`src/rtl/core/rngd_pkg.sv`:
```
// shared constants and types for the reflected n-ary gray digit block
package rngd_pkg;

  localparam int MAX_DIGITS_DEF = 64;
  localparam int INDEX_BITS_DEF = 60;

  localparam int DIGIT_W = 8;
  localparam int RADIX_W = 9;
  localparam int POS_W   = 7;
  localparam int CFG_IDX_W = 8;

  localparam logic [CFG_IDX_W-1:0] REG_RADIX       = 8'd0;
  localparam logic [CFG_IDX_W-1:0] REG_DIGIT_COUNT = 8'd1;

  localparam logic [RADIX_W-1:0] RADIX_RESET = 9'd2;
  localparam logic [RADIX_W-1:0] RADIX_MIN   = 9'd2;
  localparam logic [RADIX_W-1:0] RADIX_MAX   = 9'd256;
  localparam logic [POS_W-1:0]   DIGITS_RESET = 7'd8;

  typedef struct packed {
    logic clear;
    logic conv;
    logic shift;
  } cell_ctrl_t;

endpackage

```
`src/rtl/core/rngd_cell.sv`:
```
// one digit cell: clears, doubles its base-radix digit with a carry in, or shifts a neighbour digit
module rngd_cell (
  input  logic                          clk,
  input  logic                          rst_n,
  input  rngd_pkg::cell_ctrl_t          ctrl,
  input  logic [rngd_pkg::RADIX_W-1:0]  radix,
  input  logic [rngd_pkg::DIGIT_W-1:0]  d_in,
  input  logic                          c_in,
  input  logic                          en_in,
  output logic [rngd_pkg::DIGIT_W-1:0]  d_out,
  output logic                          c_out,
  output logic                          en_out
);

  logic [rngd_pkg::DIGIT_W-1:0] d_r, d_nxt;
  logic                         c_r, c_nxt;
  logic                         en_r, en_nxt;
  logic [rngd_pkg::RADIX_W-1:0] dbl;
  logic                         ge;
  logic [rngd_pkg::RADIX_W-1:0] diff;

  // 2*d + carry never reaches twice the radix, so one subtract is enough
  assign dbl  = {d_r, c_in};
  assign ge   = (dbl >= radix);
  assign diff = dbl - radix;

  always_comb begin
    d_nxt  = d_r;
    c_nxt  = c_r;
    en_nxt = en_r;
    if (ctrl.clear) begin
      d_nxt  = '0;
      c_nxt  = 1'b0;
      en_nxt = 1'b0;
    end else if (ctrl.conv) begin
      en_nxt = en_in;
      c_nxt  = en_in & ge;
      if (en_in) begin
        d_nxt = ge ? diff[rngd_pkg::DIGIT_W-1:0] : dbl[rngd_pkg::DIGIT_W-1:0];
      end
    end else if (ctrl.shift) begin
      d_nxt = d_in;
    end
  end

  always_ff @(posedge clk) begin
    if (!rst_n) begin
      c_r  <= 1'b0;
      en_r <= 1'b0;
    end else begin
      c_r  <= c_nxt;
      en_r <= en_nxt;
    end
  end

  always_ff @(posedge clk) begin
    d_r <= d_nxt;
  end

  assign d_out  = d_r;
  assign c_out  = c_r;
  assign en_out = en_r;

endmodule

```
`src/rtl/core/reflected_nary_gray_digits.sv`:
```
// top level: reflected n-ary gray codeword digit generator
// usage
//   in channel: one beat carries a sequence index; taken only while the block is idle
//   out channel: one beat per digit, most significant first; the least significant
//     digit carries last_digit, every beat of a codeword carries out_of_range
//   cfg channel: index 0 radix, index 1 digit count; always ready, write only while idle
// operation
//   a row of MAX_DIGITS cells converts the index to base radix, index bits fed msb
//   first, carries passed cell to cell through registers in a skewed wavefront
//   then the row shifts towards the top cell to drop the unused high digits
//   (the shifting stops once the top digit is in place);
//   a dropped non-zero digit flags out of range
//   then digit_count beats leave from the top cell, gray reflection applied there
// timing
//   the beat is taken in idle, then conversion, alignment, then one beat per cycle
//   while out_ready is high; the next index is taken only after the last beat
//   when out_ready is low the current beat simply holds, nothing is lost
// reset
//   radix 2, digit count 8, block idle, no beat offered
module reflected_nary_gray_digits #(
  parameter int MAX_DIGITS = rngd_pkg::MAX_DIGITS_DEF,
  parameter int INDEX_BITS = rngd_pkg::INDEX_BITS_DEF
) (
  input  logic                            clk,
  input  logic                            rst_n,
  input  logic                            in_valid,
  output logic                            in_ready,
  input  logic [INDEX_BITS-1:0]           in_seq_index,
  output logic                            out_valid,
  input  logic                            out_ready,
  output logic [rngd_pkg::DIGIT_W-1:0]    out_digit_value,
  output logic [rngd_pkg::POS_W-1:0]      out_digit_position,
  output logic                            out_last_digit,
  output logic                            out_out_of_range,
  input  logic                            cfg_valid,
  output logic                            cfg_ready,
  input  logic [rngd_pkg::CFG_IDX_W-1:0]  cfg_index,
  input  logic [rngd_pkg::RADIX_W-1:0]    cfg_data
);

  localparam int CNT_W = $clog2(INDEX_BITS + MAX_DIGITS);

  typedef enum logic [3:0] {
    ST_IDLE  = 4'b0001,
    ST_CONV  = 4'b0010,
    ST_ALIGN = 4'b0100,
    ST_EMIT  = 4'b1000
  } state_t;

  state_t                        state_r, state_nxt;
  logic [rngd_pkg::RADIX_W-1:0]  radix_r, radix_nxt;
  logic [rngd_pkg::POS_W-1:0]    digit_count_r, digit_count_nxt;
  logic [INDEX_BITS-1:0]         idx_r, idx_nxt;
  logic [CNT_W-1:0]              cnt_r, cnt_nxt;
  logic [rngd_pkg::POS_W-1:0]    level_r, level_nxt;
  logic                          oor_r, oor_nxt;
  logic                          flip_r, flip_nxt;

  rngd_pkg::cell_ctrl_t          ctrl;
  logic [rngd_pkg::RADIX_W-1:0]  r_eff;
  logic [rngd_pkg::POS_W-1:0]    k_eff;
  logic [rngd_pkg::DIGIT_W-1:0]  r_max;
  logic [rngd_pkg::DIGIT_W-1:0]  top_d;
  logic [rngd_pkg::DIGIT_W-1:0]  gray_d;
  logic                          is_top;

  logic [rngd_pkg::DIGIT_W-1:0]  d_w  [MAX_DIGITS];
  logic                          c_w  [MAX_DIGITS];
  logic                          en_w [MAX_DIGITS];

  // register values outside the meaningful range are clamped
  always_comb begin
    if (radix_r < rngd_pkg::RADIX_MIN) begin
      r_eff = rngd_pkg::RADIX_MIN;
    end else if (radix_r > rngd_pkg::RADIX_MAX) begin
      r_eff = rngd_pkg::RADIX_MAX;
    end else begin
      r_eff = radix_r;
    end
    if (digit_count_r == '0) begin
      k_eff = rngd_pkg::POS_W'(1);
    end else if (digit_count_r > rngd_pkg::POS_W'(MAX_DIGITS)) begin
      k_eff = rngd_pkg::POS_W'(MAX_DIGITS);
    end else begin
      k_eff = digit_count_r;
    end
  end

  assign r_max = rngd_pkg::DIGIT_W'(r_eff - rngd_pkg::RADIX_W'(1));

  // cell row, cell 0 is the least significant digit
  genvar gi;
  generate
    for (gi = 0; gi < MAX_DIGITS; gi++) begin : g_cell
      if (gi == 0) begin : g_first
        rngd_cell u_cell (
          .clk    (clk),
          .rst_n  (rst_n),
          .ctrl   (ctrl),
          .radix  (r_eff),
          .d_in   ('0),
          .c_in   (idx_r[INDEX_BITS-1]),
          .en_in  (cnt_r < CNT_W'(INDEX_BITS)),
          .d_out  (d_w[gi]),
          .c_out  (c_w[gi]),
          .en_out (en_w[gi])
        );
      end else begin : g_rest
        rngd_cell u_cell (
          .clk    (clk),
          .rst_n  (rst_n),
          .ctrl   (ctrl),
          .radix  (r_eff),
          .d_in   (d_w[gi-1]),
          .c_in   (c_w[gi-1]),
          .en_in  (en_w[gi-1]),
          .d_out  (d_w[gi]),
          .c_out  (c_w[gi]),
          .en_out (en_w[gi])
        );
      end
    end
  endgenerate

  assign top_d  = d_w[MAX_DIGITS-1];
  assign is_top = (level_r == k_eff);

  // leading digit saturates when out of range; reflection mirrors the rest
  always_comb begin
    if (is_top && oor_r) begin
      gray_d = r_max;
    end else if (flip_r) begin
      gray_d = r_max - top_d;
    end else begin
      gray_d = top_d;
    end
  end

  always_comb begin
    state_nxt       = state_r;
    radix_nxt       = radix_r;
    digit_count_nxt = digit_count_r;
    idx_nxt         = idx_r;
    cnt_nxt         = cnt_r;
    level_nxt       = level_r;
    oor_nxt         = oor_r;
    flip_nxt        = flip_r;
    ctrl            = '0;

    if (cfg_valid) begin
      if (cfg_index == rngd_pkg::REG_RADIX) begin
        radix_nxt = cfg_data;
      end else if (cfg_index == rngd_pkg::REG_DIGIT_COUNT) begin
        digit_count_nxt = cfg_data[rngd_pkg::POS_W-1:0];
      end
    end

    case (state_r)
      ST_IDLE: begin
        if (in_valid) begin
          ctrl.clear = 1'b1;
          idx_nxt    = in_seq_index;
          cnt_nxt    = '0;
          oor_nxt    = 1'b0;
          flip_nxt   = 1'b0;
          state_nxt  = ST_CONV;
        end
      end
      ST_CONV: begin
        ctrl.conv = 1'b1;
        idx_nxt   = idx_r << 1;
        // carry out of the top cell means the index needs more digits
        if (c_w[MAX_DIGITS-1] && en_w[MAX_DIGITS-1]) begin
          oor_nxt = 1'b1;
        end
        if (cnt_r == CNT_W'(INDEX_BITS + MAX_DIGITS - 1)) begin
          level_nxt = rngd_pkg::POS_W'(MAX_DIGITS);
          state_nxt = ST_ALIGN;
        end else begin
          cnt_nxt = cnt_r + CNT_W'(1);
        end
      end
      ST_ALIGN: begin
        if (is_top) begin
          state_nxt = ST_EMIT;
        end else begin
          ctrl.shift = 1'b1;
          if (top_d != '0) begin
            oor_nxt = 1'b1;
          end
          level_nxt = level_r - rngd_pkg::POS_W'(1);
        end
      end
      ST_EMIT: begin
        if (out_ready) begin
          ctrl.shift = 1'b1;
          flip_nxt   = flip_r ^ gray_d[0];
          if (level_r == rngd_pkg::POS_W'(1)) begin
            state_nxt = ST_IDLE;
          end else begin
            level_nxt = level_r - rngd_pkg::POS_W'(1);
          end
        end
      end
      default: begin
        state_nxt = ST_IDLE;
      end
    endcase
  end

  always_ff @(posedge clk) begin
    if (!rst_n) begin
      state_r       <= ST_IDLE;
      radix_r       <= rngd_pkg::RADIX_RESET;
      digit_count_r <= rngd_pkg::DIGITS_RESET;
      cnt_r         <= '0;
      level_r       <= '0;
      oor_r         <= 1'b0;
      flip_r        <= 1'b0;
    end else begin
      state_r       <= state_nxt;
      radix_r       <= radix_nxt;
      digit_count_r <= digit_count_nxt;
      cnt_r         <= cnt_nxt;
      level_r       <= level_nxt;
      oor_r         <= oor_nxt;
      flip_r        <= flip_nxt;
    end
  end

  always_ff @(posedge clk) begin
    idx_r <= idx_nxt;
  end

  assign in_ready           = (state_r == ST_IDLE);
  assign cfg_ready          = 1'b1;
  assign out_valid          = (state_r == ST_EMIT);
  assign out_digit_value    = gray_d;
  assign out_digit_position = level_r;
  assign out_last_digit     = (level_r == rngd_pkg::POS_W'(1));
  assign out_out_of_range   = oor_r;

endmodule
```
`config.mk`:
```
export PLATFORM = sky130hd
export DESIGN_NAME = reflected_nary_gray_digits
export DESIGN_NICKNAME = d
export VERILOG_FILES = /design/src/rtl/core/rngd_pkg.sv /design/src/rtl/core/rngd_cell.sv /design/src/rtl/core/reflected_nary_gray_digits.sv
export SDC_FILE = /design/constraint.sdc
export NUM_CORES = 2
export LEC_CHECK = 0
export CORE_MARGIN = 2
export CORE_UTILIZATION = 40
export DETAILED_ROUTE_END_ITERATION = 8
export DONT_BUFFER_PORTS = 1
export PLACE_DENSITY = 0.64
export SETUP_SLACK_MARGIN = 0.2
export SLEW_MARGIN = 10
export SYNTH_ARGS = -nofsm -noshare
export SYNTH_HDL_FRONTEND = slang
export SYNTH_SLANG_ARGS = --single-unit
```
`constraint.sdc`:
```
create_clock -name clk -period 9 [get_ports clk]
set_input_delay 0 -clock clk [delete_from_list [all_inputs] [get_ports clk]]
set_output_delay 0 -clock clk [all_outputs]
set_load 0.05 [all_outputs]
```
==> metrics.csv <==
stage;metric;value;unit
placement;dp_hpwl;114000;um
timing;finalSetupTns;0;ps
setup_path;cp-start-kind;flop;
timing;rsz0062_at_grt;false;
routing;drt-total-wl;176000;um
synthesis;synth_ff_type;dfxtp_1;
timing;max_freq;0.180;GHz
routing;vias;56600;
synthesis;synth_top_area_share;22.7;%
clocking;cts_sinks;736;
synthesis;ys_warn_count;0;
setup_path;worstPathArrival;5560;ps
cells_and_area;num-fill-cells;14500;
synthesis;avgSynthCellArea;7.97;um2
setup_path;cp_data_required_time;9000;ps
setup_path;path_max_fanout;37;
timing;setup_slack;3440;ps
timing;hold_viol;0;
setup_path;critPathCaptureType;output port;
global_routing;grt_antenna_before_repair;2;
placement;pre_cts_slack;3580;ps
global_routing;grt_max_degree;156;
die;num_rows;141;
outcome;outcome;finished, final reports clean;
routing;drt-vias-per-instance;6.02;
timing;post-route-period-util;61.8;%
synthesis;yosysTopAreaCell;dfxtp_1;
placement;io_buffers;0;
timing;slew_violations;0;
clocking;root_buffer;clkbuf_16;
clocking;h-tree-depth;3;
die;dieArea;152000;um2
die;core_region_area;148000;um2
cells_and_area;area_growth;9.61;%
synthesis;yosysSeqAreaShare;25.7;%
setup_path;ff2ff_setup_slack;3490;ps
hold_path;hold_class;input pin to flop;
clocking;cts_resized;0;
setup_path;path_class;flop to output port;
global_routing;overflow;0;
routing;drc_errors;0;
clocking;cts_made_buffers;89;
synthesis;ys_ff_latch;736;
cells_and_area;post_route_cells_drive_above_1_share;5.86;%
global_routing;grt_pass1_vias;55000;
timing;worst_pin_slew;1230;ps
timing;setup_viol;0;
routing;initialDrtViolationCount;4140;
clocking;cts_tree;yes;
power;irDropWorstVdd;133;uV
synthesis;syn-num-nets;8216;
synthesis;synth_edf_count;60;
cells_and_area;nNetsFinal;8132;
power;leakage;27.9;nW
clocking;postCtsHoldBufs;90;
global_routing;grt_pass1_wl;287000;um
timing;fin_worst_skew;32.6;ps
global_routing;grt.total_usage;22.3;%
clocking;clk_pin_slew;60;ps
clocking;postCtsSetupBuffers;0;
die;initial_core_util;40.4;%
routing;wire_per_inst;18.7;um
clocking;clockBufferDepth;3;
run;drv_cap;0;
power;totalPowerFinal;7.72;mW
die;boundaryPins;102;
die;dieWidth;390;um
synthesis;yosys-top-cells-area;dfxtp_1 23%, ha_1 12%, o21ai_0 8.8%, a21oi_1 5.4%, nand2_1 4.2%;
synthesis;synthDistinctLibCells;99;
die;die_h;390;um
synthesis;async_flop_share;0;%
power;power.density;118;nW/um2
synthesis;synthCells;7482;
synthesis;netlist_area;59700;um2
placement;gp_congestion;0.881;
timing;min_period;5560;ps
routing;antenna_left;0;
timing;relSlewSlack;17.7;%
routing;drt-pass1-iter-count;8;
clocking;clkLatencyLatePin;700;ps
-- final timing paths --
check                             startpoint                                end  cells after the start
max                               radix_r[2]                 out_digit_value[6]                     15
min reg2reg  g_cell[48].g_rest.u_cell.en_out    g_cell[48].g_rest.u_cell.en_out                      2
min                         in_seq_index[43]                          idx_r[43]                      3
max reg2reg                       radix_r[2]  g_cell[36].g_rest.u_cell.d_out[1]                     14
-- kinds of logic after synthesis --
family,count (synthesis),synth area share (%)
AOI/OAI and AO/OA,2859,30.4
and+or+nand+nor,2103,16.6
DFF,736,25.7
adders and majority gates,652,14.5
buffers and inverters,574,3.82
muxes,279,4.81
xor gates and xnor gates,278,4.08
other,1,0.00629
-- state kept, by name, indices dropped and copies added, names as in the netlist --
| register | cells |
|---|---|
| g_cell.g_rest.u_cell.d_out | 504 |
| g_cell.g_rest.u_cell.en_out | 63 |
| out_out_of_range | 1 |
| idx_r | 60 |
| digit_count_r | 7 |
| state_r | 4 |
| g_cell.g_rest.u_cell.c_out | 63 |
| radix_r | 9 |
| out_digit_position | 7 |
| g_cell.g_first.u_cell.d_out | 8 |
| g_cell.g_first.u_cell.en_out | 1 |
| cnt_r | 7 |
| flip_r | 1 |
| g_cell.g_first.u_cell.c_out | 1 |
-- power breakdown --
group	leakage, nW	total [mW]	internal [mW]	switching, mW
clock	1.52	3.85	2.27	1.59
sequential	6.02	3.37	3.35	0.0278
combinational	20.3	0.486	0.145	0.341
-- synthesized netlist by cell type, drive strengths merged (104+ instances only) --
library cell  instances
nor3                119
nand4               104
mux2i               216
dfxtp               676
a31oi               140
o21ai              1060
nor2                562
clkbuf              237
xnor2               182
ha                  587
inv                 258
nand3               199
nor2b               112
a21oi               645
nand2               708
o211a               113
o21a                185
o211ai              105
-- cell type report --
| class | count | area [um2] | share of cell area (%) |
|---|---|---|---|
| repair buffers | 141 | 1430 | 2.18 |
| multi-input cells | 6172 | 42200 | 64.5 |
| clock inverters | 41 | 498 | 0.761 |
| well taps | 1930 | 2410 | 3.69 |
| flip-flops and latches | 736 | 15300 | 23.4 |
| clock buffers | 122 | 2570 | 3.93 |
| inverters | 258 | 981 | 1.50 |
| diodes | 1 | 2.50 | 0.00383 |
-- metrics by stage --
stage | cell area [um2] | instances | hold slack, ps | util (%)
CTS | 65400 | 9400 | 0.124 | 44.2
floorplan | 59700 | 7482 | 125 | -
global placement | 61400 | 9147 | 75.1 | 41.5
detailed placement | 61400 | 9147 | 76.4 | 41.5
global route | 65400 | 9401 | 37.9 | 44.2
finish | 65400 | 9401 | 42.5 | 44.2
-- placed cells by master (no fill, tap or decap), types with 39 or more instances in the layout --
cell type      Yosys  layout
fa_1              65      65
nor3_1           118     118
a211oi_1          97      96
o21ai_0         1044    1039
o31a_1            70      70
clkbuf_16          0      90
nand3_1          199     199
nor2_1           562     562
inv_1            257     255
xnor2_1          182     182
o21a_1           185     185
a31oi_1          140     139
nand2_1          664     655
o211ai_1         105     105
and2_1            45      44
a21o_1            92      92
edfxtp_1          60      60
xor2_1            96      96
buf_4              3      39
nand4_1          104     104
mux2_2            63      63
nand2b_1          52      52
mux2i_1          216     216
nor2b_1          112     112
ha_1             587     587
dfxtp_1          676     676
dlygate4sd3_1      0      90
a21oi_1          645     645
or3_1             45      45
o211a_1          113     113
-- critical path, stage by stage (launching register included) --
cell and delay [ps]:
dfxtp_1 370, or4_1 610, nor4_1 520, nor2_1 100, nor2_1 420, inv_8 250, ha_1 370, xnor2_1 180
ha_1 390, a21o_1 180, a21oi_1 230, o21bai_1 100, a21oi_1 180, xnor2_1 130, a21oi_1 80, o21ai_1 760
-- per-layer routing --
layer  global-route usage [%]  part of all wire [%]  vias to the layer above
met5                        0                     0                        -
met4                     6.76                   2.5                        0
met3                     2.70                   5.3                      284
met2                     37.5                    46                     1419
met1                     29.8                    46                    27200
li1                         -                     -                    27700
Power figures use the tool's default switching activity.
